==> config.mk <==
export PLATFORM = sky130hd
export DESIGN_NAME = rpc_post
export DESIGN_NICKNAME = d
export VERILOG_FILES = /design/src/hdl/rpc_pkg.sv /design/src/hdl/rpc_post.sv
export SDC_FILE = /design/constraint.sdc
export NUM_CORES = 1
export LEC_CHECK = 0
export ABC_AREA = 1
export ABC_CLOCK_PERIOD_IN_PS = 4870
export BUFFER_PORTS_ARGS = -buffer_cell sky130_fd_sc_hd__buf_2
export CAP_MARGIN = 5
export CORE_MARGIN = 1.5
export CORE_UTILIZATION = 53
export CTS_CLUSTER_DIAMETER = 120
export CTS_CLUSTER_SIZE = 28
export DETAILED_ROUTE_END_ITERATION = 7
export PLACE_DENSITY = 0.85
export SYNTH_ARGS = -nofsm -noshare
export SYNTH_HDL_FRONTEND = slang
export SYNTH_SLANG_ARGS = --single-unit
==> constraint.sdc <==
create_clock -name clk -period 4.87 [get_ports clk]
set_input_delay 0.487 -clock clk [delete_from_list [all_inputs] [get_ports clk]]
set_output_delay 0.487 -clock clk [all_outputs]
set_load 0.005 [all_outputs]
==> src/hdl/rpc_pkg.sv <==
// ----------------------------------------------------------------------------
// rpc_pkg: shared types and constants of the rectangular/polar converter
// Holds datapath widths, the arc tangent table and the per-cell work record.
// ----------------------------------------------------------------------------
package rpc_pkg;

  localparam int XY_W       = 34;
  localparam int Z_W        = 26;
  localparam int SQ_W       = 32;
  localparam int FRAC_BITS  = 14;
  localparam int SQRT_STEPS = 16;
  localparam int MAX_STEPS  = 24;

  localparam logic signed [Z_W-1:0] DEG90      = 26'sd5898240;
  localparam logic [29:0]           INV_GAIN   = 30'd652032874;
  localparam logic [15:0]           MAG_LIMIT  = 16'd46341;
  localparam logic signed [16:0]    RECT_LIMIT = 17'sd46341;
  localparam logic signed [16:0]    PH_LIMIT   = 17'sd23040;
  localparam logic signed [16:0]    PH_WRAP    = 17'sd46080;

  localparam logic [21:0] ATAN_TAB [MAX_STEPS] = '{
    22'd2949120, 22'd1740967, 22'd919879, 22'd466945, 22'd234379, 22'd117304,
    22'd58666,   22'd29335,   22'd14668,  22'd7334,   22'd3667,   22'd1833,
    22'd917,     22'd458,     22'd229,    22'd115,    22'd57,     22'd29,
    22'd14,      22'd7,       22'd4,      22'd2,      22'd1,      22'd0
  };

  typedef enum logic {
    MODE_TO_POLAR = 1'b0,
    MODE_TO_RECT  = 1'b1
  } rpc_mode_t;

  typedef struct packed {
    rpc_mode_t              mode;
    logic                   zero;
    logic [15:0]            pa;
    logic [15:0]            pb;
    logic signed [XY_W-1:0] x;
    logic signed [XY_W-1:0] y;
    logic signed [Z_W-1:0]  z;
    logic [SQ_W-1:0]        rem;
    logic [SQ_W-1:0]        root;
  } rpc_work_t;

endpackage

==> src/hdl/rpc_post.sv <==
// ----------------------------------------------------------------------------
// rpc_post: output stage of the converter
// Rounds and clamps the chain results and selects fields by mode.
// ----------------------------------------------------------------------------
module rpc_post import rpc_pkg::*; (
  input  logic               clk,
  input  logic               rst_n,
  input  logic               up_valid,
  input  rpc_work_t          up_work,
  output logic               up_ready,
  output logic               out_valid,
  input  logic               out_stall,
  output logic signed [16:0] out_real_out,
  output logic signed [16:0] out_imag_out,
  output logic [15:0]        out_magnitude_out,
  output logic signed [15:0] out_phase_out
);

  logic                   v_r;
  logic signed [16:0]     re_r, im_r, re_nxt, im_nxt;
  logic [15:0]            mag_r, mag_nxt;
  logic signed [15:0]     ph_r, ph_nxt;
  logic signed [XY_W-1:0] xr, yr;
  logic signed [Z_W-1:0]  zr;
  logic signed [16:0]     x_cl, y_cl, z_cl;
  logic [16:0]            mag_rnd;

  assign up_ready          = !v_r || !out_stall;
  assign out_valid         = v_r;
  assign out_real_out      = re_r;
  assign out_imag_out      = im_r;
  assign out_magnitude_out = mag_r;
  assign out_phase_out     = ph_r;

  assign xr = (up_work.x + XY_W'(8192)) >>> FRAC_BITS;
  assign yr = (up_work.y + XY_W'(8192)) >>> FRAC_BITS;
  assign zr = (up_work.z + Z_W'(256)) >>> 9;

  always_comb begin
    if (xr > XY_W'(RECT_LIMIT)) begin
      x_cl = RECT_LIMIT;
    end else if (xr < -XY_W'(RECT_LIMIT)) begin
      x_cl = -RECT_LIMIT;
    end else begin
      x_cl = 17'(xr);
    end
    if (yr > XY_W'(RECT_LIMIT)) begin
      y_cl = RECT_LIMIT;
    end else if (yr < -XY_W'(RECT_LIMIT)) begin
      y_cl = -RECT_LIMIT;
    end else begin
      y_cl = 17'(yr);
    end
    if (zr > Z_W'(PH_LIMIT)) begin
      z_cl = PH_LIMIT;
    end else if (zr < -Z_W'(PH_LIMIT)) begin
      z_cl = -PH_LIMIT;
    end else begin
      z_cl = 17'(zr);
    end
  end

  assign mag_rnd = up_work.root[16:0] + 17'(up_work.rem > up_work.root);

  always_comb begin
    if (up_work.mode == MODE_TO_POLAR) begin
      re_nxt  = 17'($signed(up_work.pa));
      im_nxt  = 17'($signed(up_work.pb));
      mag_nxt = mag_rnd[15:0];
      ph_nxt  = up_work.zero ? 16'sd0 : 16'(z_cl);
    end else begin
      re_nxt  = x_cl;
      im_nxt  = y_cl;
      mag_nxt = up_work.pa;
      ph_nxt  = up_work.pb;
    end
  end

  always_ff @(posedge clk) begin
    if (!rst_n) begin
      v_r <= 1'b0;
    end else if (up_ready) begin
      v_r <= up_valid;
    end
  end

  always_ff @(posedge clk) begin
    if (up_ready) begin
      re_r  <= re_nxt;
      im_r  <= im_nxt;
      mag_r <= mag_nxt;
      ph_r  <= ph_nxt;
    end
  end

endmodule

* Word level (Yosys, flattened, before mapping)
Index checks and enable logic that the tools add are counted.
** Word-level totals
- Register bits after elaboration :: 67
- Output and inout bits :: 68
- Logic and storage cells :: 30
** Operators by class
- $add $sub $neg :: 4
- $lt $le $gt $ge :: 7
- Mux-type cells :: 11
- Reductions and logical operators :: 3
** Operators by type and width (count)
- 17-bit two-way mux :: 6
- 16-bit two-way mux :: 5
- 34-bit by 15-bit adder with 34-bit output (second input constant) :: 2
- 20-bit by 17-bit greater-than comparator with 1-bit output (second input constant) :: 2
- 20-bit by 17-bit less-than comparator with 1-bit output (second input constant) :: 2
- 32-bit greater-than comparator :: 1
- 26-bit by 10-bit adder with 26-bit output (second input constant) :: 1
- 17-bit by 16-bit greater-than comparator with 1-bit output (second input constant) :: 1
- 17-bit by 16-bit less-than comparator with 1-bit output (second input constant) :: 1
- 16-bit by 1-bit adder with 16-bit output :: 1
- 1-bit zero test :: 2
- 1-bit logical OR :: 1

* Depth between registers and ports, before layout
- Word-level depth :: 6
- Mapped depth :: 24
- Depth with buffers taken out :: 24

* Least setup slack after synthesis
Ideal clock, no wire load.
- Kind :: in2reg
- Start :: input up_work[3] (netlist name)
- End :: register mag_r[14] (netlist: out_magnitude_out[14]), data pin
- Library setup time :: 0.254 ns
- Data arrival time :: 3.035 ns
- Slack :: 1.581 ns
- Stages on the path :: 23
- Cell sequence :: inv_1 ha_1 nand2_1 o21a_1 o221ai_1 nand2_1 o211ai_1 a21oi_1 nor2_1 ha_1 ha_1 nand3_1 nor2_1 nand2_1 nor2_1 nand2_1 nor2_1 nand2_1 nor2_1 nand4_1 a21oi_1 o21ai_0 o21a_1
** Between the ends
- Longest elaborated chain between the ends :: 3
** Ends and longest elaborated chain
- from (decl) :: RTL line rpc_post.sv:9 : input rpc_work_t up_work,
- 32-bit greater-than comparator :: RTL line rpc_post.sv:63 : assign mag_rnd = up_work.root[16:0] + 17'(up_work.rem > up_work.root);
- 16-bit by 1-bit adder with 16-bit output (*) :: RTL line rpc_post.sv:63
- 16-bit two-way mux (*) :: RTL line rpc_post.sv:66 : if (up_work.mode == MODE_TO_POLAR) begin
- net mag_nxt[14] :: RTL line rpc_post.sv:21 : logic [15:0] mag_r, mag_nxt;
- to (signal assigned) :: RTL line rpc_post.sv:91 : mag_r <= mag_nxt;
- to (decl) :: RTL line rpc_post.sv:21
The timed path passes the listed nets; every way through them passes the cells marked *.
A chain may end at the register's enable or synchronous reset.

* Worst setup path in the final report
Same ends and word-level chain as after synthesis.

==> run metrics <==
status=finished clean; Die H=111.7 um; CP max FO=3; Final nets=1349; dpl cells=1248; Final Non-Filler Cells=1264; grt ovf=0; cells after synthesis=889; CTS Buf Count=9; clk root buf=clkbuf_16; final hold vios=0; Clk Latency, worst-skew pair=330 ps; Hold Path Class=input pin to flip-flop; Clock Sink Count=67; Arrival @ worst endpoint=3630 ps; Setup TNS Final=0 ps; Cell Rows=39; Reg2Reg Capture Point=out_phase_out[10]$_DFFE_PP_; syn_nets=1122; Max Cap Viol=0; wire length per cell=13.37 um; die area=0.01247 sq mm; Max-Slew Margin vs Limit=25.18%; Post-Route WL=16900 um; synth cell count leaders=299 x nand2_1, 105 x inv_1, 93 x nor2_1; total power=1.782 mW; Power Density=229.5 mW/mm^2; Crit-path slowest cell=ha_1; DRT Pass-1 Iters=8; post-synthesis sequential area ratio=31.99%; vias in the first global route=5932; Max clock buf depth=2; boundary pin count=264; Remaining DRCs=0; first-pass GRT wire length=27100 um; Finished Core Util=67.71%; number of port buffers=229; RSZ-0062 raised after global routing=no; crit path time final=3549 ps; antenna violations before repair=0; post-CTS setup buffer count=0; R2R cell count=2; post-CTS resize count=0; post-DP HPWL=14010 um; fmax=281.7 MHz; worst reg2reg path startpoint=out_valid$_SDFFE_PN0P_; H-tree levels=3; Final Slew Violations=0; GRT Overall Usage=26.84%; worst-case clock skew=6.576 ps; Worst VDD drop=0.1985 mV; crit path kind=input pin to flip-flop; clock-pin slew on the worst setup and hold paths=50 ps; cts-stage hold buffer count=0; CP Cell Sequence=buf_2, inv_1, ha_1, nand2_1, o21a_1, o221ai_1, nand2_1, o211ai_1, a21oi_1, nor2_1, ha_1, ha_1, nand3_1, nor2_1, nand2_1, nor2_1, nand2_1, nor2_1, nand2_1, nor2_1, nand4_1, a21oi_1, o21ai_0, o21a_1; Synth top area share=31.67%; Mapped Area=0.006259 sq mm; fin crit share=72.88%; # fillers=1024; worst path bufs/invs=2; Hold Path Stages=2; Pleak=4.040 nW; DRT iter0 DRCs=472; CTS tree=yes; diode count=0; Hold Path Origin=rst_n; Initial Util=54.58%; Worst-Margin Slew=1121 ps; largest net degree at the start of global routing=60; critical path required time=4950 ps; Crit. path cell count=24; Post-synth top flop=edfxtp_1; CP delay by family, top=simple AND/OR/NAND/NOR gates; Die W=111.7 um; Setup Viol. Count Final=0; Reg area=0.002002 sq mm; ys async rst share=0%; DR vias=6436; Via density=5.092; Post-synth EDFFs=66; Area Overhead vs Synth=24.07%; Syn. warnings=0; hold endpoint=out_valid$_SDFFE_PN0P_; Netlist cell types=49; Multi-input gate area=0.003702 sq mm; Core Footprint=0.01147 sq mm; post-route antenna net violation count=0; top-count cell post-synth=nand2_1; layout cells sized above 1=27.56%; Avg Inst Size Synth=7.040 sq um; Worst R2R Setup Slack=3270 ps; critical path launch point type=input pin; Critical Path End Type=flip-flop; ranking of synthesized cells by area=edfxtp_1 32%, nand2_1 18%, ha_1 7.4%, inv_1 6.3%, nor2_1 5.6%; Placer Congestion=0.9090; CP max stage delay=310 ps; count of state elements after synthesis=67; Yosys top cell by area=edfxtp_1
-- cells in the final DEF, fill, tap and decap left out, types with 2 or more instances in the layout --
cell       netlist  layout
a211oi_1         3       3
a21oi_1         37      37
a21oi_4          2       2
and2_1           2       2
buf_2            1     229
buf_4            2       3
clkbuf_16        0       9
clkinv_1         2       3
clkinv_2         0       3
edfxtp_1        66      66
ha_1            37      37
inv_1          105     105
inv_2            7       7
nand2_1        299     298
nand2_2         19      20
nand2_4          3       3
nand3_1         63      63
nand4_1         17      17
nor2_1          93      93
nor2_2          10      10
nor2_4           6       6
nor3_1          18      18
nor3_2           3       3
o21a_1           3       3
o21ai_0         10      10
o21bai_1         2       2
o221ai_1         2       2
o31ai_1          5       5
or2_2            2       2
xnor2_1         10      10
xnor2_2          3       3
xor2_1          30      30
xor2_2           3       3
-- worst max path at each step --
stage                          start                              end  slack [ps]
after floorplan           up_work[3]  out_magnitude_out[14]$_DFFE_PP_        1580
after global placement    up_work[3]  out_magnitude_out[14]$_DFFE_PP_        1090
after detailed placement  up_work[3]  out_magnitude_out[14]$_DFFE_PP_         940
after CTS                 up_work[3]  out_magnitude_out[14]$_DFFE_PP_        1300
after global routing      up_work[3]  out_magnitude_out[14]$_DFFE_PP_         780
final                     up_work[3]  out_magnitude_out[14]$_DFFE_PP_        1320
-- power breakdown --
group	internal (mW)	switching, mW
Combinational	0.182	0.260
Sequential	0.701	0.0173
Clock	0.391	0.230
Total	1.27	0.508
-- kinds of logic after synthesis --
kind of cell | Yosys count | synth area share, %
and+or+nand+nor | 540 | 37.78
buffers and inverters | 130 | 8.896
AOI/OAI and AO/OA | 69 | 6.777
DFF | 67 | 31.99
xor gates and xnor gates | 46 | 7.157
adders and majority gates | 37 | 7.397
-- state kept, by name, summed over array words and instances, names as in the netlist --
signal / flops
out_phase_out: 16
out_magnitude_out: 16
out_imag_out: 17
out_valid: 1
out_real_out: 17
-- stage by stage --
step,setup WS (ps),instance area (sq um),hold WS (ps)
finish,1321,7765,425.7
global route,775.1,7765,430.4
CTS,1302,7765,417.7
detailed placement,940.9,7480,762.8
global placement,1093,7480,745.2
floorplan,1581,6259,628.4
-- layer usage --
metal	global-route usage (%)	wire (um)
met1	35.76	7433
met2	45.20	7995
met3	4.028	1179
met4	8.270	296
met5	0	0
-- final cells by class --
cell class	instances	share of cell area (%)
well taps	143	2.304
flip-flops and latches	67	25.78
clock buffers	10	2.949
clock inverters	6	0.7251
multi-input cells	692	47.68
inverters	114	5.511
repair buffers	232	15.05
Note: power is estimated with default switching activity, not from simulation.
