**config.mk**
```make
export PLATFORM = sky130hd
export DESIGN_NAME = rpc_prep
export DESIGN_NICKNAME = d
export VERILOG_FILES = /design/src/hdl/rpc_pkg.sv /design/src/hdl/rpc_prep.sv
export SDC_FILE = /design/constraint.sdc
export NUM_CORES = 2
export LEC_CHECK = 0
export BUFFER_PORTS_ARGS = -buffer_cell sky130_fd_sc_hd__buf_2
export CORE_MARGIN = 3
export CORE_UTILIZATION = 55
export DETAILED_ROUTE_END_ITERATION = 10
export MAX_ROUTING_LAYER = met4
export PLACE_DENSITY = 0.77
export SYNTH_ARGS = -nofsm -noshare
export SYNTH_HDL_FRONTEND = slang
export SYNTH_SLANG_ARGS = --single-unit
export TNS_END_PERCENT = 10
```
**constraint.sdc**
```tcl
create_clock -name clk -period 8.6 [get_ports clk]
set_input_delay 0.86 -clock clk [delete_from_list [all_inputs] [get_ports clk]]
set_output_delay 0.86 -clock clk [all_outputs]
set_load 0.01 [all_outputs]
```
**src/hdl/rpc_pkg.sv**
```systemverilog
// ----------------------------------------------------------------------------
// rpc_pkg: shared types and constants of the rectangular/polar converter
// Holds datapath widths, the arc tangent table and the per-cell work record.
// ----------------------------------------------------------------------------
package rpc_pkg;

  localparam int XY_W       = 34;
  localparam int Z_W        = 26;
  localparam int SQ_W       = 32;
  localparam int FRAC_BITS  = 14;
  localparam int SQRT_STEPS = 16;
  localparam int MAX_STEPS  = 24;

  localparam logic signed [Z_W-1:0] DEG90      = 26'sd5898240;
  localparam logic [29:0]           INV_GAIN   = 30'd652032874;
  localparam logic [15:0]           MAG_LIMIT  = 16'd46341;
  localparam logic signed [16:0]    RECT_LIMIT = 17'sd46341;
  localparam logic signed [16:0]    PH_LIMIT   = 17'sd23040;
  localparam logic signed [16:0]    PH_WRAP    = 17'sd46080;

  localparam logic [21:0] ATAN_TAB [MAX_STEPS] = '{
    22'd2949120, 22'd1740967, 22'd919879, 22'd466945, 22'd234379, 22'd117304,
    22'd58666,   22'd29335,   22'd14668,  22'd7334,   22'd3667,   22'd1833,
    22'd917,     22'd458,     22'd229,    22'd115,    22'd57,     22'd29,
    22'd14,      22'd7,       22'd4,      22'd2,      22'd1,      22'd0
  };

  typedef enum logic {
    MODE_TO_POLAR = 1'b0,
    MODE_TO_RECT  = 1'b1
  } rpc_mode_t;

  typedef struct packed {
    rpc_mode_t              mode;
    logic                   zero;
    logic [15:0]            pa;
    logic [15:0]            pb;
    logic signed [XY_W-1:0] x;
    logic signed [XY_W-1:0] y;
    logic signed [Z_W-1:0]  z;
    logic [SQ_W-1:0]        rem;
    logic [SQ_W-1:0]        root;
  } rpc_work_t;

endpackage

```
**src/hdl/rpc_prep.sv**
```systemverilog
// ----------------------------------------------------------------------------
// rpc_prep: input stages of the converter
// Squares, gain-compensated magnitude, phase wrap, then quadrant setup.
// ----------------------------------------------------------------------------
module rpc_prep import rpc_pkg::*; (
  input  logic               clk,
  input  logic               rst_n,
  input  logic               in_valid,
  output logic               in_stall,
  input  logic               in_mode,
  input  logic signed [15:0] in_real_in,
  input  logic signed [15:0] in_imag_in,
  input  logic [15:0]        in_magnitude_in,
  input  logic signed [15:0] in_phase_in,
  input  logic               down_ready,
  output logic               down_valid,
  output rpc_work_t          down_work
);

  logic               v1_r, v2_r, rdy1, rdy2;
  rpc_mode_t          mode1_r;
  logic signed [15:0] re1_r, im1_r, ph1_r;
  logic [15:0]        mag1_r;
  logic [30:0]        sqre1_r, sqim1_r;
  logic [29:0]        x01_r;
  rpc_work_t          work2_r, work_nxt;

  logic signed [31:0] re_sq, im_sq;
  logic [45:0]        x0_full;
  logic signed [16:0] ph_ext, ph_w;

  logic [SQ_W-1:0]        n_sum;
  logic signed [XY_W-1:0] rx, ry, x0s;
  logic signed [Z_W-1:0]  z1;

  assign rdy2       = !v2_r || down_ready;
  assign rdy1       = !v1_r || rdy2;
  assign in_stall   = !rdy1;
  assign down_valid = v2_r;
  assign down_work  = work2_r;

  assign re_sq   = 32'(in_real_in) * 32'(in_real_in);
  assign im_sq   = 32'(in_imag_in) * 32'(in_imag_in);
  assign x0_full = 46'(in_magnitude_in) * 46'(INV_GAIN);
  assign ph_ext  = 17'(in_phase_in);

  always_comb begin
    ph_w = ph_ext;
    if (ph_ext > PH_LIMIT) begin
      ph_w = ph_ext - PH_WRAP;
    end else if (ph_ext < -PH_LIMIT) begin
      ph_w = ph_ext + PH_WRAP;
    end
  end

  always_ff @(posedge clk) begin
    if (!rst_n) begin
      v1_r <= 1'b0;
      v2_r <= 1'b0;
    end else begin
      if (rdy1) begin
        v1_r <= in_valid;
      end
      if (rdy2) begin
        v2_r <= v1_r;
      end
    end
  end

  always_ff @(posedge clk) begin
    if (rdy1) begin
      mode1_r <= rpc_mode_t'(in_mode);
      re1_r   <= in_real_in;
      im1_r   <= in_imag_in;
      mag1_r  <= (in_magnitude_in > MAG_LIMIT) ? MAG_LIMIT : in_magnitude_in;
      ph1_r   <= 16'(ph_w);
      sqre1_r <= re_sq[30:0];
      sqim1_r <= im_sq[30:0];
      x01_r   <= x0_full[45:16];
    end
    if (rdy2) begin
      work2_r <= work_nxt;
    end
  end

  assign n_sum = SQ_W'(sqre1_r) + SQ_W'(sqim1_r);
  assign rx    = XY_W'(re1_r) <<< FRAC_BITS;
  assign ry    = XY_W'(im1_r) <<< FRAC_BITS;
  assign x0s   = XY_W'(x01_r);
  assign z1    = Z_W'(ph1_r) <<< 9;

  always_comb begin
    work_nxt      = '0;
    work_nxt.mode = mode1_r;
    work_nxt.zero = (re1_r == 16'sd0) && (im1_r == 16'sd0);
    work_nxt.rem  = n_sum;
    work_nxt.root = '0;
    if (mode1_r == MODE_TO_POLAR) begin
      work_nxt.pa = re1_r;
      work_nxt.pb = im1_r;
      if (rx < 0) begin
        if (ry >= 0) begin
          work_nxt.x = ry;
          work_nxt.y = -rx;
          work_nxt.z = DEG90;
        end else begin
          work_nxt.x = -ry;
          work_nxt.y = rx;
          work_nxt.z = -DEG90;
        end
      end else begin
        work_nxt.x = rx;
        work_nxt.y = ry;
        work_nxt.z = '0;
      end
    end else begin
      work_nxt.pa = mag1_r;
      work_nxt.pb = ph1_r;
      if (z1 > DEG90) begin
        work_nxt.x = '0;
        work_nxt.y = x0s;
        work_nxt.z = z1 - DEG90;
      end else if (z1 < -DEG90) begin
        work_nxt.x = '0;
        work_nxt.y = -x0s;
        work_nxt.z = z1 + DEG90;
      end else begin
        work_nxt.x = x0s;
        work_nxt.y = '0;
        work_nxt.z = z1;
      end
    end
  end

endmodule

```
After elaboration in Yosys (flattened, before gate mapping). Cells that the tools add are included.

Register bits: 319. Output and inout bits: 194.

Reductions and logical operators: 8. Add/subtract/negate cells: 8. Magnitude comparators: 7. Multiply operators: 3. Multiplexer cells: 7.

Operators with widths (number): 94-bit 2-to-1 mux (2); 90-bit 2-to-1 mux (2); 126-bit 2-to-1 mux (1); 30-bit negator with 34-bit output (3); 16-bit by 16-bit multiplier with 31-bit output (2); 16-bit by 29-bit multiplier with 45-bit output, second input constant (1); 31-bit by 31-bit adder with 32-bit output (1); 16-bit > comparator, second input constant (2); 16-bit zero test (2); 16-bit 2-to-1 mux (2); 30-bit by 1-bit greater-or-equal comparator with 1-bit output, second input constant (1); 30-bit by 1-bit < comparator with 1-bit output, second input constant (1); 25-bit by 24-bit adder with 26-bit output, second input constant (1); 25-bit by 24-bit subtractor with 26-bit output, second input constant (1); 25-bit by 24-bit > comparator with 1-bit output, second input constant (1); 25-bit by 24-bit < comparator with 1-bit output, second input constant (1); 16-bit adder, second input constant (1); 16-bit < comparator, second input constant (1); 16-bit subtractor, second input constant (1); 1-bit zero test (3); 1-bit logical OR (2); 1-bit logical AND (1).

Longest topological paths before layout.
Depth after elaboration: 4. Gate-level depth with buffers: 25.

Worst setup path after synthesis. Ideal clock, no wire load.

Kind: input -> register. Start point: input in_imag_in[15]. End point: register sqim1_r[30] (data pin). Stages: 24. Library setup time: 0.260 ns. Required time: 8.340 ns. Setup slack: 1.717 ns. Arrival: 6.623 ns. Buffers on the path: 2. Path through: clkbuf_1 -> clkinv_1 -> buf_1 -> nor2_1 -> fa_1 -> inv_1 -> fa_1 -> inv_1 -> fa_1 -> fa_1 -> fa_1 -> inv_1 -> fa_1 -> inv_1 -> ha_1 -> a21oi_1 -> nor2_1 -> nor2_1 -> o21bai_1 -> a211oi_1 -> o21ai_0 -> a31o_2 -> a21oi_1 -> xnor2_1.

Cells in the longest elaborated chain, start to end: 1.

Ends and longest elaborated chain: start, declared (line rpc_prep.sv:12) `input logic signed [15:0] in_imag_in,`; 16-bit by 16-bit multiplier with 31-bit output (line rpc_prep.sv:43) `assign im_sq = 32'(in_imag_in) * 32'(in_imag_in);`; via im_sq[30] (line rpc_prep.sv:28) `logic signed [31:0] re_sq, im_sq;`; end signal, assigned (line rpc_prep.sv:78) `sqim1_r <= im_sq[30:0];`; end, declared (line rpc_prep.sv:24) `logic [30:0] sqre1_r, sqim1_r;`.

The timed path passes the listed nets, and every way through them passes these cells. A chain may end at the register's enable or synchronous reset.

Worst setup path in the final report.
Start point: input in_imag_in[12]. End point: register sqim1_r[30] (data pin).

Same word-level chain as after synthesis.

==> impl_metrics.toml <==
[status]
status = "completed"

[synth]
synthCells = 3829
synth.area.top_cells = "fa_1 33%, edfxtp_1 23%, ha_1 12%"
synth_seq_cells = 305
syn_area_per_cell_um2 = 10.24
synth_ff_type = "edfxtp_1"
yosysSeqAreaShare = 0.2331
synth_warnings = 0
synth_edf_count = 303
synth_top_area_frac = 0.3268
ys_types = 72
synthesis.area_mm2 = 0.03921
async_flop_share = 0
netlist.top_cell.by_area = "fa_1"

[placed_design]
hpwl_um = 76210
place_congestion = 1.070
io_buffers = 221

[sta]
worst_slew_pin_slew_ns = 1.069
finalCritPeriodShare = 0.8208
clock_skew_ns = 0.02567
tns_ns = 0
fmax_mhz = 141.7
rsz0062_at_grt = "no"
drv_slew = 0
slew_headroom = 0.2876
hold_viol = 0
period_minus_slack_ns = 7.059
finalSetupViolCount = 0

[global_routing]
grt_pass1_wl_um = 151100
grt_overflow = 0
grtUsageTotal = 0.2675
antenna_found_initial = 4
grt_pass1_vias = 28175
grt_max_degree = 87

[clocking]
cts_tree = "done"
postCtsHoldBufs = 0
cts_inserted_buffers = 34
cts_max_level = 2
post-cts-setup-buffer-count = 0
root_buffer = "clkbuf_16"
cts.clk_slew.worst_paths_ns = 0.06
numClockSinks = 305
cts_buffer_depth = 3
insertion_delay_ns = 0.56
cts-resized-gates = 0

[setup_path]
critical_path_class = "primary input to flop"
critPathCaptureType = "flop"
worst_ep_required_time_ns = 8.89
r2r-end = "down_work[60]"
critPathMaxFanout = 11
r2r_slack_ns = 5.16
rr_worst_depth = 12
arrival_ns = 7.34
startpoint = "in_imag_in[12]"
r2r-start = "sqre1_r[2]"
cp-endpoint = "sqim1_r[30]"
worst_setup_path_start_kind = "primary input"

[detailed_routing]
first_pass_iters = 5
ant_nets = 0
wl_per_cell_um = 18.80
drc = 0
num_vias = 26803
drt-initial-drc-count = 1880
vias_per_cell = 5.384
drt-total-wl_um = 93580

[die]
die_y_um = 273.0
rows = 97
initial_core_util = 0.5579
io-pin-count = 263
fp.dieW_um = 273.0
dieArea_mm2 = 0.07452
coreArea_mm2 = 0.07027

[layout]
area.growth.synth_to_final_pct = 7.889
layout.nets = 5082
drive_gt1_frac = 0.08775

[hold_path]
hp-class = "primary input to flop"
worstHoldPathCells = 1

[flow_run]
max-cap-violations = 0
[registers in the layout, indices dropped and copies added, names as in the netlist]
register,cells
mode1_r,1
im1_r,16
sqre1_r,29
mag1_r,16
v1_r,1
sqim1_r,29
re1_r,16
x01_r,30
ph1_r,16
down_work,150
down_valid,1
[cell usage in the layout (no fill, tap or decap), drive strengths merged, types with 6 or more instances in the layout]
| cell | count |
|---|---|
| nor3 | 31 |
| a21o | 49 |
| buf | 233 |
| o22ai | 13 |
| o21ai | 123 |
| clkinv | 10 |
| o31a | 6 |
| ha | 365 |
| conb | 44 |
| inv | 972 |
| a22oi | 7 |
| nor2b | 19 |
| mux2 | 30 |
| bufinv | 6 |
| o21bai | 19 |
| or3 | 14 |
| a31o | 14 |
| o21a | 20 |
| a211oi | 23 |
| o211ai | 7 |
| nor4 | 16 |
| nor2 | 174 |
| and2 | 116 |
| fa | 640 |
| clkbuf | 41 |
| nand2 | 262 |
| a31oi | 13 |
| xor2 | 66 |
| a21oi | 129 |
| or2 | 10 |
| or4 | 7 |
| nand2b | 20 |
| nand4 | 9 |
| edfxtp | 303 |
| xnor2 | 118 |
| o31ai | 10 |
| nand3 | 32 |
| nand3b | 6 |
| and3 | 10 |
[metrics by stage]
stage               worst slack (ns)  cell area (um^2)  hold slack, ns  instances  utilization
finish                         1.541             42300          0.4910       4978       0.6019
global route                   1.199             42300          0.4773       4977       0.6019
CTS                            1.612             42290          0.4697       4974       0.6018
detailed placement             1.055             41100          0.5106       4912       0.5848
global placement               1.150             41100          0.5080       4912       0.5848
floorplan                      1.717             39370          0.4406       3872            -
[area by class of cell]
| cell class | instances | area [um^2] |
|---|---|---|
| Antenna cell | 4 | 10.01 |
| Clock buffer | 41 | 877.1 |
| Clock inverter | 21 | 315.3 |
| Fill cell | 5783 | 27970 |
| Inverter | 970 | 3646 |
| Multi-Input combinational cell | 2464 | 25940 |
| Sequential cell | 305 | 9139 |
| Tap cell | 940 | 1176 |
| Timing Repair Buffer | 233 | 1196 |
[logic make-up after synthesis]
logic type,share of synthesized area
compound gates,0.07417
other cells,0.00009565
flops,0.2331
mux,0.009478
buf+inv,0.1097
simple gates,0.08904
fa+ha+maj,0.4433
xor+xnor,0.04111
[worst min path at each step]
stage | to | startpoint | slack [ns]
2_1_floorplan | down_valid | v1_r | 0.44
3_3_place_gp | down_valid | v1_r | 0.51
3_5_place_dp | down_work[174] | mag1_r[0] | 0.51
4_1_cts | mode1_r | in_mode | 0.47
5_1_grt | mode1_r | in_mode | 0.48
6_report | mode1_r | in_mode | 0.49
[synth_stat cells (49+ instances only)]
cell type  number
clkbuf_1       85
o21ai_0       122
a21oi_1       129
nor2_1        174
and2_1        115
edfxtp_1      303
xor2_1         66
fa_1          640
a21o_1         49
nand2_1       261
ha_1          365
xnor2_1       118
inv_1         968
[critical path: stages]
cell      delay [ns]
buf_2           0.28
clkinv_1        0.35
nor2_1          0.27
ha_1            0.29
xor2_1          0.19
fa_1            0.47
fa_1            0.55
inv_1           0.06
fa_1            0.46
fa_1            0.52
inv_1           0.05
fa_1            0.48
inv_1           0.04
ha_1            0.33
a21oi_1         0.16
o21ai_0         0.18
a211oi_1        0.41
o21ai_0         0.27
a211oi_1        0.37
o21ai_0         0.20
a31o_2          0.26
a21oi_1         0.18
xnor2_1         0.10
[metal layers]
| layer | routed length (um) | up-vias | GRT usage |
|---|---|---|---|
| li1 | - | 12271 | - |
| met4 | 3108 | 0 | 0.08188 |
| met3 | 6958 | 185 | 0.03819 |
| met1 | 40830 | 13285 | 0.3704 |
| met2 | 42680 | 1062 | 0.4135 |
| met5 | 0 | - | - |
Power is left out: the tool's default activity adds up to more than one toggle a clock period on the data nets, which glitch-free logic cannot reach.
